**config.mk**
```make
export PLATFORM = sky130hd
export DESIGN_NAME = gray_weighted_centroid_core
export DESIGN_NICKNAME = d
export VERILOG_FILES = /design/src/sv/gwc_pkg.sv /design/src/sv/gray_weighted_centroid_core.sv /design/src/sv/gwc_accum.sv /design/src/sv/gwc_div.sv
export SDC_FILE = /design/constraint.sdc
export NUM_CORES = 1
export LEC_CHECK = 0
export BUFFER_PORTS_ARGS = -buffer_cell sky130_fd_sc_hd__buf_2
export CAP_MARGIN = 5
export CORE_AREA = 2 2 187 189
export CTS_BUF_LIST = sky130_fd_sc_hd__clkbuf_16
export DETAILED_ROUTE_END_ITERATION = 7
export DIE_AREA = 0 0 189 191
export GPL_ROUTABILITY_DRIVEN = 0
export MAX_ROUTING_LAYER = met4
export PLACE_DENSITY_LB_ADDON = 0.08
export SLEW_MARGIN = 20
export SYNTH_ARGS = -nofsm -noshare
export SYNTH_HDL_FRONTEND = slang
export SYNTH_HIERARCHICAL = 1
export SYNTH_SLANG_ARGS = --single-unit
```
**constraint.sdc**
```tcl
create_clock -name i_clk -period 4.7 [get_ports i_clk]
set_clock_uncertainty 0.1 [all_clocks]
set_input_delay 0.705 -clock i_clk [delete_from_list [all_inputs] [get_ports i_clk]]
set_output_delay 0.705 -clock i_clk [all_outputs]
set_load 0.01 [all_outputs]
```
**src/sv/gwc_pkg.sv**
```systemverilog
package gwc_pkg;

    // fixed field widths
    localparam int unsigned CFG_W     = 7;
    localparam int unsigned PIX_W     = 8;
    localparam int unsigned COORD_W   = 6;
    localparam int unsigned S_TDATA_W = 8;
    localparam int unsigned M_TDATA_W = 16;

    // configuration register indexes
    localparam logic CFG_IDX_WIDTH  = 1'b0;
    localparam logic CFG_IDX_HEIGHT = 1'b1;

    // accumulator control from the sequencer
    typedef struct packed {
        logic pix_en;   // pixel transfer this cycle
        logic clear;    // drop sums and counters, start a new window
    } t_acc_ctl;

    // divider status to the sequencer
    typedef struct packed {
        logic busy;
        logic done;
    } t_div_stat;

endpackage

```
**src/sv/gray_weighted_centroid_core.sv**
```systemverilog
// channel  | dir | payload                                   | transfer when
// s_axis   | in  | tdata[7:0] pixel                          | i_s_tvalid & o_s_tready
// m_axis   | out | tdata[5:0] center_x, [11:6] center_y;     | o_m_tvalid & i_m_tready
//          |     | tuser empty_res                           |
// cfg      | in  | index 0 window_width, 1 window_height     | i_cfg_valid & o_cfg_ready
//
// pixels are taken one per cycle while the core is idle; the last pixel of a window
// starts a shared restoring divider that runs twice (column, then row); each run
// has a launch step, a bit step for each quotient bit, a rounding step and a done
// step, and a final load step moves the result into the output register;
// an all-zero window skips the divider and goes straight to the load step
// s_tready is low from the last pixel until the result enters the output register
// the output register lets the next window stream in while a result waits
// reset (i_rst_n low, synchronous) clears sums, counters, output valid and sets 64x64
module gray_weighted_centroid_core
    import gwc_pkg::*;
#(
    parameter int unsigned MAX_SIDE = 64
) (
    input  logic                 i_clk,
    input  logic                 i_rst_n,
    // pixel stream
    input  logic                 i_s_tvalid,
    output logic                 o_s_tready,
    input  logic [S_TDATA_W-1:0] i_s_tdata,   // [7:0] pixel
    // result stream
    output logic                 o_m_tvalid,
    input  logic                 i_m_tready,
    output logic [M_TDATA_W-1:0] o_m_tdata,   // [5:0] center_x, [11:6] center_y, zero pad
    output logic                 o_m_tuser,   // [0] empty_res
    // configuration writes
    input  logic                 i_cfg_valid,
    output logic                 o_cfg_ready,
    input  logic                 i_cfg_index,
    input  logic [CFG_W-1:0]     i_cfg_data
);

    localparam int unsigned CW   = $clog2(MAX_SIDE);
    localparam int unsigned PS_W = PIX_W + 2 * CW;
    localparam int unsigned WS_W = PIX_W + 3 * CW;

    typedef enum logic [5:0] {
        S_IDLE    = 6'b000001,
        S_LAUNCHX = 6'b000010,
        S_WAITX   = 6'b000100,
        S_LAUNCHY = 6'b001000,
        S_WAITY   = 6'b010000,
        S_DONE    = 6'b100000
    } t_state;

    t_state              r_state, n_state;
    logic [CFG_W-1:0]    r_width;
    logic [CFG_W-1:0]    r_height;
    logic [COORD_W-1:0]  r_qx;
    logic [COORD_W-1:0]  r_qy;
    logic                r_empty;
    logic                r_out_valid;
    logic [COORD_W-1:0]  r_out_x;
    logic [COORD_W-1:0]  r_out_y;
    logic                r_out_empty;
    t_acc_ctl            acc_ctl;
    t_div_stat           div_stat;
    logic                acc_last;
    logic [PS_W-1:0]     pix_sum;
    logic [WS_W-1:0]     col_sum;
    logic [WS_W-1:0]     row_sum;
    logic                div_start;
    logic [WS_W-1:0]     div_num;
    logic [CW-1:0]       div_quo;
    logic                pix_xfer;
    logic                load_out;

    // configuration registers
    assign o_cfg_ready = 1'b1;

    always_ff @(posedge i_clk) begin
        if (!i_rst_n) begin
            r_width  <= CFG_W'(64);
            r_height <= CFG_W'(64);
        end else if (i_cfg_valid) begin
            unique case (i_cfg_index)
                CFG_IDX_WIDTH:  r_width  <= i_cfg_data;
                CFG_IDX_HEIGHT: r_height <= i_cfg_data;
                default: ;
            endcase
        end
    end

    // handshakes
    assign o_s_tready = (r_state == S_IDLE);
    assign pix_xfer   = i_s_tvalid && o_s_tready;
    assign load_out   = (r_state == S_DONE) && (!r_out_valid || i_m_tready);

    assign acc_ctl.pix_en = pix_xfer;
    assign acc_ctl.clear  = load_out;

    gwc_accum #(
        .MAX_SIDE (MAX_SIDE)
    ) u_accum (
        .i_clk     (i_clk),
        .i_rst_n   (i_rst_n),
        .i_ctl     (acc_ctl),
        .i_pixel   (i_s_tdata[PIX_W-1:0]),
        .i_width   (r_width),
        .i_height  (r_height),
        .o_last    (acc_last),
        .o_pix_sum (pix_sum),
        .o_col_sum (col_sum),
        .o_row_sum (row_sum)
    );

    // divider launches
    assign div_start = ((r_state == S_LAUNCHX) && (pix_sum != '0))
                    || (r_state == S_LAUNCHY);
    assign div_num   = (r_state == S_LAUNCHY) ? row_sum : col_sum;

    gwc_div #(
        .MAX_SIDE (MAX_SIDE)
    ) u_div (
        .i_clk   (i_clk),
        .i_rst_n (i_rst_n),
        .i_start (div_start),
        .i_num   (div_num),
        .i_den   (pix_sum),
        .o_stat  (div_stat),
        .o_quo   (div_quo)
    );

    // sequencer next state
    always_comb begin
        n_state = r_state;
        unique case (r_state)
            S_IDLE:    if (pix_xfer && acc_last) n_state = S_LAUNCHX;
            S_LAUNCHX: n_state = (pix_sum == '0) ? S_DONE : S_WAITX;
            S_WAITX:   if (div_stat.done) n_state = S_LAUNCHY;
            S_LAUNCHY: n_state = S_WAITY;
            S_WAITY:   if (div_stat.done) n_state = S_DONE;
            S_DONE:    if (load_out) n_state = S_IDLE;
            default:   n_state = S_IDLE;
        endcase
    end

    always_ff @(posedge i_clk) begin
        if (!i_rst_n) begin
            r_state <= S_IDLE;
        end else begin
            r_state <= n_state;
        end
    end

    // quotient capture
    always_ff @(posedge i_clk) begin
        if (r_state == S_LAUNCHX) begin
            r_empty <= (pix_sum == '0);
            r_qx    <= '0;
            r_qy    <= '0;
        end else if ((r_state == S_WAITX) && div_stat.done) begin
            r_qx <= COORD_W'(div_quo);
        end else if ((r_state == S_WAITY) && div_stat.done) begin
            r_qy <= COORD_W'(div_quo);
        end
    end

    // output register
    always_ff @(posedge i_clk) begin
        if (!i_rst_n) begin
            r_out_valid <= 1'b0;
        end else if (load_out) begin
            r_out_valid <= 1'b1;
        end else if (i_m_tready) begin
            r_out_valid <= 1'b0;
        end
    end

    always_ff @(posedge i_clk) begin
        if (load_out) begin
            r_out_x     <= r_qx;
            r_out_y     <= r_qy;
            r_out_empty <= r_empty;
        end
    end

    assign o_m_tvalid = r_out_valid;
    assign o_m_tdata  = {(M_TDATA_W - 2 * COORD_W)'(0), r_out_y, r_out_x};
    assign o_m_tuser  = r_out_empty;

    // the divider is only launched while idle
    a_start_idle: assert property (@(posedge i_clk) disable iff (!i_rst_n)
        div_start |-> !div_stat.busy)
        else $error("divider launched while busy");

    // sums start from zero after a result is loaded
    a_clear_after_load: assert property (@(posedge i_clk) disable iff (!i_rst_n)
        load_out |=> (pix_sum == '0) && (col_sum == '0) && (row_sum == '0))
        else $error("accumulators not cleared after result");

    // an empty window carries zero coordinates
    a_empty_zero: assert property (@(posedge i_clk) disable iff (!i_rst_n)
        (r_out_valid && r_out_empty) |-> (r_out_x == '0) && (r_out_y == '0))
        else $error("empty window with nonzero coordinates");

endmodule

```
**src/sv/gwc_accum.sv**
```systemverilog
module gwc_accum
    import gwc_pkg::*;
#(
    parameter int unsigned MAX_SIDE = 64
) (
    input  logic                                i_clk,
    input  logic                                i_rst_n,
    input  t_acc_ctl                            i_ctl,
    input  logic [PIX_W-1:0]                    i_pixel,
    input  logic [CFG_W-1:0]                    i_width,
    input  logic [CFG_W-1:0]                    i_height,
    output logic                                o_last,
    output logic [PIX_W+2*$clog2(MAX_SIDE)-1:0] o_pix_sum,
    output logic [PIX_W+3*$clog2(MAX_SIDE)-1:0] o_col_sum,
    output logic [PIX_W+3*$clog2(MAX_SIDE)-1:0] o_row_sum
);

    localparam int unsigned CW     = $clog2(MAX_SIDE);
    localparam int unsigned PS_W   = PIX_W + 2 * CW;
    localparam int unsigned WS_W   = PIX_W + 3 * CW;
    localparam int unsigned SIDE_W = $clog2(MAX_SIDE + 1);
    localparam int unsigned CMP_W  = (SIDE_W > CFG_W) ? SIDE_W : CFG_W;

    logic [CW-1:0]    r_col, n_col;
    logic [CW-1:0]    r_row, n_row;
    logic [PS_W-1:0]  r_pix_sum;
    logic [WS_W-1:0]  r_col_sum;
    logic [WS_W-1:0]  r_row_sum;
    logic [CMP_W-1:0] w_eff, h_eff;
    logic [CMP_W-1:0] col_inc, row_inc;
    logic             row_end;

    // clamp a side register to 1..MAX_SIDE
    function automatic logic [CMP_W-1:0] clamp_side(input logic [CFG_W-1:0] v);
        logic [CMP_W-1:0] ve;
        ve = CMP_W'(v);
        if (ve == '0) begin
            return CMP_W'(1);
        end else if (ve > CMP_W'(MAX_SIDE)) begin
            return CMP_W'(MAX_SIDE);
        end
        return ve;
    endfunction

    // row and window end detection
    always_comb begin
        w_eff   = clamp_side(i_width);
        h_eff   = clamp_side(i_height);
        col_inc = CMP_W'(r_col) + CMP_W'(1);
        row_inc = CMP_W'(r_row) + CMP_W'(1);
        row_end = (col_inc >= w_eff);
        o_last  = row_end && (row_inc >= h_eff);
        n_col   = row_end ? '0 : CW'(col_inc);
        n_row   = row_end ? CW'(row_inc) : r_row;
    end

    // sums and position counters
    always_ff @(posedge i_clk) begin
        if (!i_rst_n || i_ctl.clear) begin
            r_col     <= '0;
            r_row     <= '0;
            r_pix_sum <= '0;
            r_col_sum <= '0;
            r_row_sum <= '0;
        end else if (i_ctl.pix_en) begin
            r_pix_sum <= r_pix_sum + PS_W'(i_pixel);
            r_col_sum <= r_col_sum + WS_W'(i_pixel) * WS_W'(r_col);
            r_row_sum <= r_row_sum + WS_W'(i_pixel) * WS_W'(r_row);
            r_col     <= n_col;
            // the last pixel holds the row count until the window is cleared
            if (!o_last) begin
                r_row <= n_row;
            end
        end
    end

    assign o_pix_sum = r_pix_sum;
    assign o_col_sum = r_col_sum;
    assign o_row_sum = r_row_sum;

endmodule

```
**src/sv/gwc_div.sv**
```systemverilog
module gwc_div
    import gwc_pkg::*;
#(
    parameter int unsigned MAX_SIDE = 64
) (
    input  logic                                i_clk,
    input  logic                                i_rst_n,
    input  logic                                i_start,
    input  logic [PIX_W+3*$clog2(MAX_SIDE)-1:0] i_num,
    input  logic [PIX_W+2*$clog2(MAX_SIDE)-1:0] i_den,
    output t_div_stat                           o_stat,
    output logic [$clog2(MAX_SIDE)-1:0]         o_quo
);

    localparam int unsigned CW    = $clog2(MAX_SIDE);
    localparam int unsigned PS_W  = PIX_W + 2 * CW;
    localparam int unsigned WS_W  = PIX_W + 3 * CW;
    localparam int unsigned CNT_W = $clog2(CW + 1);

    logic             r_run;
    logic             r_round;
    logic             r_done;
    logic [CNT_W-1:0] r_cnt;
    logic [WS_W-1:0]  r_rem;
    logic [WS_W-1:0]  r_dsh;
    logic [PS_W-1:0]  r_den;
    logic [CW-1:0]    r_quo;
    logic             ge;
    logic [PS_W:0]    twice;
    logic             up;

    // one quotient bit per cycle, then round to nearest, ties to even
    always_comb begin
        ge    = (r_rem >= r_dsh);
        twice = {r_rem[PS_W-1:0], 1'b0};
        up    = (twice > {1'b0, r_den}) || ((twice == {1'b0, r_den}) && r_quo[0]);
    end

    // control
    always_ff @(posedge i_clk) begin
        if (!i_rst_n) begin
            r_run   <= 1'b0;
            r_round <= 1'b0;
            r_done  <= 1'b0;
            r_cnt   <= '0;
        end else begin
            r_done <= r_round;
            if (i_start && !r_run && !r_round) begin
                r_run <= 1'b1;
                r_cnt <= CNT_W'(CW);
            end else if (r_run) begin
                r_cnt <= r_cnt - CNT_W'(1);
                if (r_cnt == CNT_W'(1)) begin
                    r_run   <= 1'b0;
                    r_round <= 1'b1;
                end
            end else begin
                r_round <= 1'b0;
            end
        end
    end

    // datapath: remainder, shifted divisor, quotient
    always_ff @(posedge i_clk) begin
        if (i_start && !r_run && !r_round) begin
            r_rem <= i_num;
            r_dsh <= WS_W'(i_den) << (CW - 1);
            r_den <= i_den;
            r_quo <= '0;
        end else if (r_run) begin
            if (ge) begin
                r_rem <= r_rem - r_dsh;
            end
            r_dsh <= r_dsh >> 1;
            r_quo <= CW'({r_quo, ge});
        end else if (r_round) begin
            r_quo <= r_quo + CW'(up);
        end
    end

    assign o_stat.busy = r_run || r_round;
    assign o_stat.done = r_done;
    assign o_quo       = r_quo;

    // the remainder is below the divisor once all bits are out
    a_rem_below_den: assert property (@(posedge i_clk) disable iff (!i_rst_n)
        r_round |-> (r_rem < WS_W'(r_den)))
        else $error("divider remainder not below divisor");

endmodule

```
---- Word-level counts from Yosys, hierarchy flattened ----
Cells that the tools add are included.
cells by class
  equality and inequality tests ........... 13
  $lt $le $gt $ge ......................... 6
  mux-type cells .......................... 34
  bitwise gates (word level) .............. 5
  $add $sub $neg .......................... 8
  reductions and logical operators ........ 34
  div/mod/pow operators ................... 0
  $mul .................................... 2
  shift operators ......................... 0
operators with widths
  kind                                                                    count
  26-bit two-way mux                                                      4
  26-bit by 14-bit adder with 26-bit output                               2
  25-bit two-way mux                                                      2
  6-bit two-way mux                                                       8
  7-bit two-way mux                                                       6
  6-bit case mux with 6 select lines                                      1
  8-bit by 6-bit multiplier with 14-bit output                            2
  26-bit by 25-bit >= comparator with 1-bit output                        1
  26-bit by 25-bit subtractor with 26-bit output                          1
  21-bit by 20-bit equality test with 1-bit output                        1
  21-bit by 20-bit greater-than comparator with 1-bit output              1
  20-bit by 8-bit adder with 20-bit output                                1
  20-bit zero test                                                        1
  20-bit nonzero test                                                     1
  6-bit by 1-bit adder with 7-bit output (second input constant)          2
  7-bit >= comparator                                                     2
  7-bit greater-than comparator (second input constant)                   2
  7-bit zero test                                                         2
  1-bit two-way mux                                                       11
  1-bit logical AND                                                       10
  2-bit AND reduction                                                     5
  2-bit nonzero test                                                      4
  6-bit by 1-bit adder with 6-bit output                                  1
  6-bit by 1-bit equality test with 1-bit output (second input constant)  1
  16 further kinds                                                        30
word-level totals
  flip-flop bits (word level) ............. 214
  bits in writable memories ............... 0
  output and inout port bits .............. 20
  latch bits .............................. 0
  bits in read-only memories .............. 0
  memories kept ........................... 0

---- Logic depth before layout (Yosys ltp) ----
  word-level depth ........................ 9
  mapped depth ............................ 18
  mapped depth without buffers ............ 17

---- Cells and area by module ----
Netlist, hierarchy kept.
modules (own cells, without submodules)
  module                       area each (µm²)  seq. area each (µm²)  instances  cells an instance
  gwc_accum                    8385.5           1681.6                1          998
  gwc_div                      5291.3           2322.2                1          541
  gray_weighted_centroid_core  2212.1           1081.0                1          211

---- Least setup slack after synthesis ----
Ideal clock, no wire load.
  path type ............................... input to register
  start point ............................. input port i_s_tdata[3]
  end point ............................... register u_accum.r_col_sum[12] (netlist: u_accum/o_col_sum[12])
  required time ........................... 4484 ps
  arrival time ............................ 4841 ps
  cell stages on the path ................. 18
  path buffers ............................ 1
  path slack .............................. -357 ps
  cells stage by stage .................... clkbuf_1 -> and2_1 -> fa_1 -> inv_1 -> fa_1 -> inv_1 -> fa_1 -> inv_1 -> fa_1 -> inv_1 -> ha_1 -> a21o_1 -> a31o_2 -> o41ai_1 -> o21bai_1 -> o21bai_1 -> a21oi_1 -> a31o_1
between the ends
  longest elaborated chain between the ends .. 2
ends and longest elaborated chain
  element                                       line                               text
  start: declaration                            gray_weighted_centroid_core.sv:25  input logic [S_TDATA_W-1:0] i_s_tdata,
  8-bit by 6-bit multiplier with 14-bit output  gwc_accum.sv:67                    r_col_sum <= r_col_sum + WS_W'(i_pixel) * WS_W'(r_col);
  26-bit by 14-bit adder with 26-bit output     gwc_accum.sv:67
  end signal: assignment                        gwc_accum.sv:67
  end: declaration                              gwc_accum.sv:27                    logic [WS_W-1:0] r_col_sum;
Every way passes these cells.
A chain may end at the register's enable or synchronous reset.

---- Worst setup path in the final report ----
  start point ............................. register u_accum.r_col[3]
  end point ............................... register u_accum.r_col_sum[15] (netlist: u_accum/o_col_sum[15])
between the ends
  longest elaborated chain between the ends .. 2
ends and longest elaborated chain
  element                                       line             text
  start: declaration                            gwc_accum.sv:24  logic [CW-1:0] r_col, n_col;
  start signal: assignment                      gwc_accum.sv:69  r_col <= n_col;
  8-bit by 6-bit multiplier with 14-bit output  gwc_accum.sv:67
  26-bit by 14-bit adder with 26-bit output     gwc_accum.sv:67
Every way passes these cells.

==> flow_summary.yaml <==
layout:
  num_antenna_cells: 0
  finalNetCount: 2049
  drive_gt1_frac: 0.134
  finalInstanceArea_sq_mm: 0.0179
  syn_to_final_growth_pct: 13.0
worst_setup_path:
  crit_type: "flip-flop to flip-flop"
  reg2reg_to: "u_accum/o_col_sum[15]"
  critPathMaxFanout: 8
  regToRegSetupSlack_ns: 0.19
  crit_arrival_ns: 4.83
  startpoint: "u_accum/r_col[3]"
  cp_data_required_time_ns: 5.02
  rr_worst_depth: 17
  r2r_start: "u_accum/r_col[3]"
  critPathLaunchType: "flip-flop"
  end_kind: "flip-flop"
global_routing:
  gr-total-overflow: 0
  antenna_found_initial: 0
  groute.usage.overall: 0.236
  grt_max_degree: 56
  grt_pass1_wl_mm: 66.5
  grt_pass1_vias: 12600
sta:
  tns_ns: 0
  slew_violations: 0
  period_share: 0.959
  setup_viol: 0
  period_minus_slack_ns: 4.51
  rsz0062_at_grt: "yes"
  hold_violations: 0
  finalWorstSetupSlack_ns: 0.192
  slew_headroom: 0.517
  worst_pin_slew_ns: 0.724
  fmax_ghz: 0.222
run_status:
  status: "finished clean"
route:
  drcViolationCount: 0
  dr.pass1.iters: 8
  num_vias: 12300
  drt_iter0_drc: 657
  wirelength_mm: 40.2
  post_drt_wl_per_cell_um: 17.5
  postRouteAntennaNets: 0
  vias_per_cell: 5.37
floorplanning:
  pin_count: 41
  start_util: 0.466
  die-area_sq_mm: 0.0361
  chipHeight_um: 191
  std_cell_rows: 68
  core_area_sq_mm: 0.0341
  die_x_um: 189
hold_path:
  hp-class: "flip-flop to flip-flop"
  min_to: "o_m_tuser"
  hold_path_depth: 0
  hp-start: "r_empty"
clock_network:
  cts_sinks: 214
  cts_tree: "built"
  path_clk_slew_ns: 0.06
  cts_setup_buffers: 0
  cts_made_buffers: 26
  cts_root_buf: "clkbuf_16"
  cts_max_path_buffers: 3
  clk_latency_ns: 0.55
  htreeDepth: 1
synthesis:
  avgSynthCellArea_sq_um: 9.08
  ys.warnings.count: 6
  syn_inst: 1749
  synth_area_sq_mm: 0.0159
power_and_ir_drop:
  switching_share: 0.347
  totalPowerFinal_w: 0.00614
  ir_worst_vdd_mv: 0.265
  clockPowerShare: 0.302
  comb_power_share: 0.326
  power_density_mw_per_mm2: 342
  pwr-share-seq: 0.372
  power_switching_w: 0.00213
  p_leak_nw: 8.16
  power.internal_w: 0.00401
flow_run:
  maxCapViolations: 0
placed_design:
  placed_area_sq_mm: 0.0171
  dp_hpwl_mm: 30.5
  pre_cts_ws_ns: -0.370
  numPortBuffers: 35
## worst max-delay path, cell delays in order (launching register included)
cell	delay [ns]
dfxtp_1	0.47
nand2_1	0.12
fa_1	0.48
fa_1	0.54
inv_1	0.05
fa_1	0.47
inv_1	0.05
fa_1	0.49
inv_2	0.05
ha_4	0.23
a21o_1	0.21
a22oi_2	0.28
a31oi_2	0.15
a221oi_4	0.24
buf_4	0.21
nor2_1	0.07
xnor2_1	0.15
nor2_1	0.05
## cells in the final DEF (no fill, tap or decap), types with 26 or more instances in the layout
master	count
inv_1	194
and2_1	78
nand3_1	49
nand2_1	142
a21oi_1	108
xor2_1	41
o21ai_0	44
a21o_1	35
clkbuf_16	26
buf_2	35
buf_4	79
ha_1	124
xnor2_1	42
fa_1	74
edfxtp_1	80
mux2i_1	43
dfxtp_1	128
nor2_1	152
mux2_2	26
## layout make-up
class / count / area [sq um]
multi-input cells: 1271 / 10000
clock buffers: 26 / 651
well taps: 455 / 569
flip-flops and latches: 214 / 5100
clock inverters: 21 / 126
fillers: 3208 / 16200
inverters: 192 / 721
repair buffers: 115 / 788
## stage by stage
step / std cells / hold WS (ns) / util
2_1_floorplan: 1752 / 0.300 / -
3_3_place_gp: 2246 / 0.315 / 0.502
3_5_place_dp: 2246 / 0.307 / 0.502
4_1_cts: 2293 / 0.301 / 0.525
5_1_grt: 2294 / 0.318 / 0.526
6_report: 2294 / 0.322 / 0.526
## power by group through the flow
stage                     clock, W  sequential (W)  combinational, W
after floorplan                  0         0.00224           0.00147
after global placement           0         0.00232           0.00196
after detailed placement         0         0.00232           0.00199
after CTS                  0.00190         0.00228           0.00201
after global routing       0.00198         0.00230           0.00225
final                      0.00185         0.00228           0.00200
## registers in the layout, summed over array words and instances, names as in the netlist, 3 cells and up
signal / count
u_accum/o_col_sum: 26
u_accum/o_row_sum: 26
u_div/r_rem: 26
u_div/r_dsh: 25
u_accum/o_pix_sum: 20
u_div/r_den: 20
r_height: 7
r_width: 7
r_out_x: 6
r_out_y: 6
r_qx: 6
r_qy: 6
r_state: 6
u_accum/r_col: 6
u_accum/r_row: 6
u_div/o_quo: 6
u_div/r_cnt: 3
## layer usage
metal	routed length, um	share of wire	vias to the layer above	track usage
met4	1040	0.026	0	0.0607
met1	19000	0.47	5944	0.307
met3	1190	0.030	60	0.0237
met2	18900	0.47	175	0.394
li1	-	-	6140	-
met5	0	0	-	-
## worst max path at each step
| stage | endpoint | slack (ns) | depth (start not counted) |
|---|---|---|---|
| 5_1_grt | u_accum/o_row_sum[17] | -0.01 | 16 |
| 6_report | u_accum/o_col_sum[15] | 0.19 | 17 |
| 3_3_place_gp | u_accum/o_row_sum[17] | -0.33 | 17 |
| 3_5_place_dp | u_accum/o_row_sum[17] | -0.37 | 17 |
| 2_1_floorplan | u_accum/o_col_sum[13] | -0.02 | 18 |
| 4_1_cts | u_accum/o_row_sum[17] | 0.05 | 15 |
## timing repair
action                                  in CTS  in global routing
gates resized for setup                      1                  9
hold endpoints to repair                     0                  0
pin swaps                                    0                  1
gates cloned                                 0                  1
endpoints found under the setup margin       3                 27
hold buffers                                 0                  0
Power figures use the tool's default switching activity.
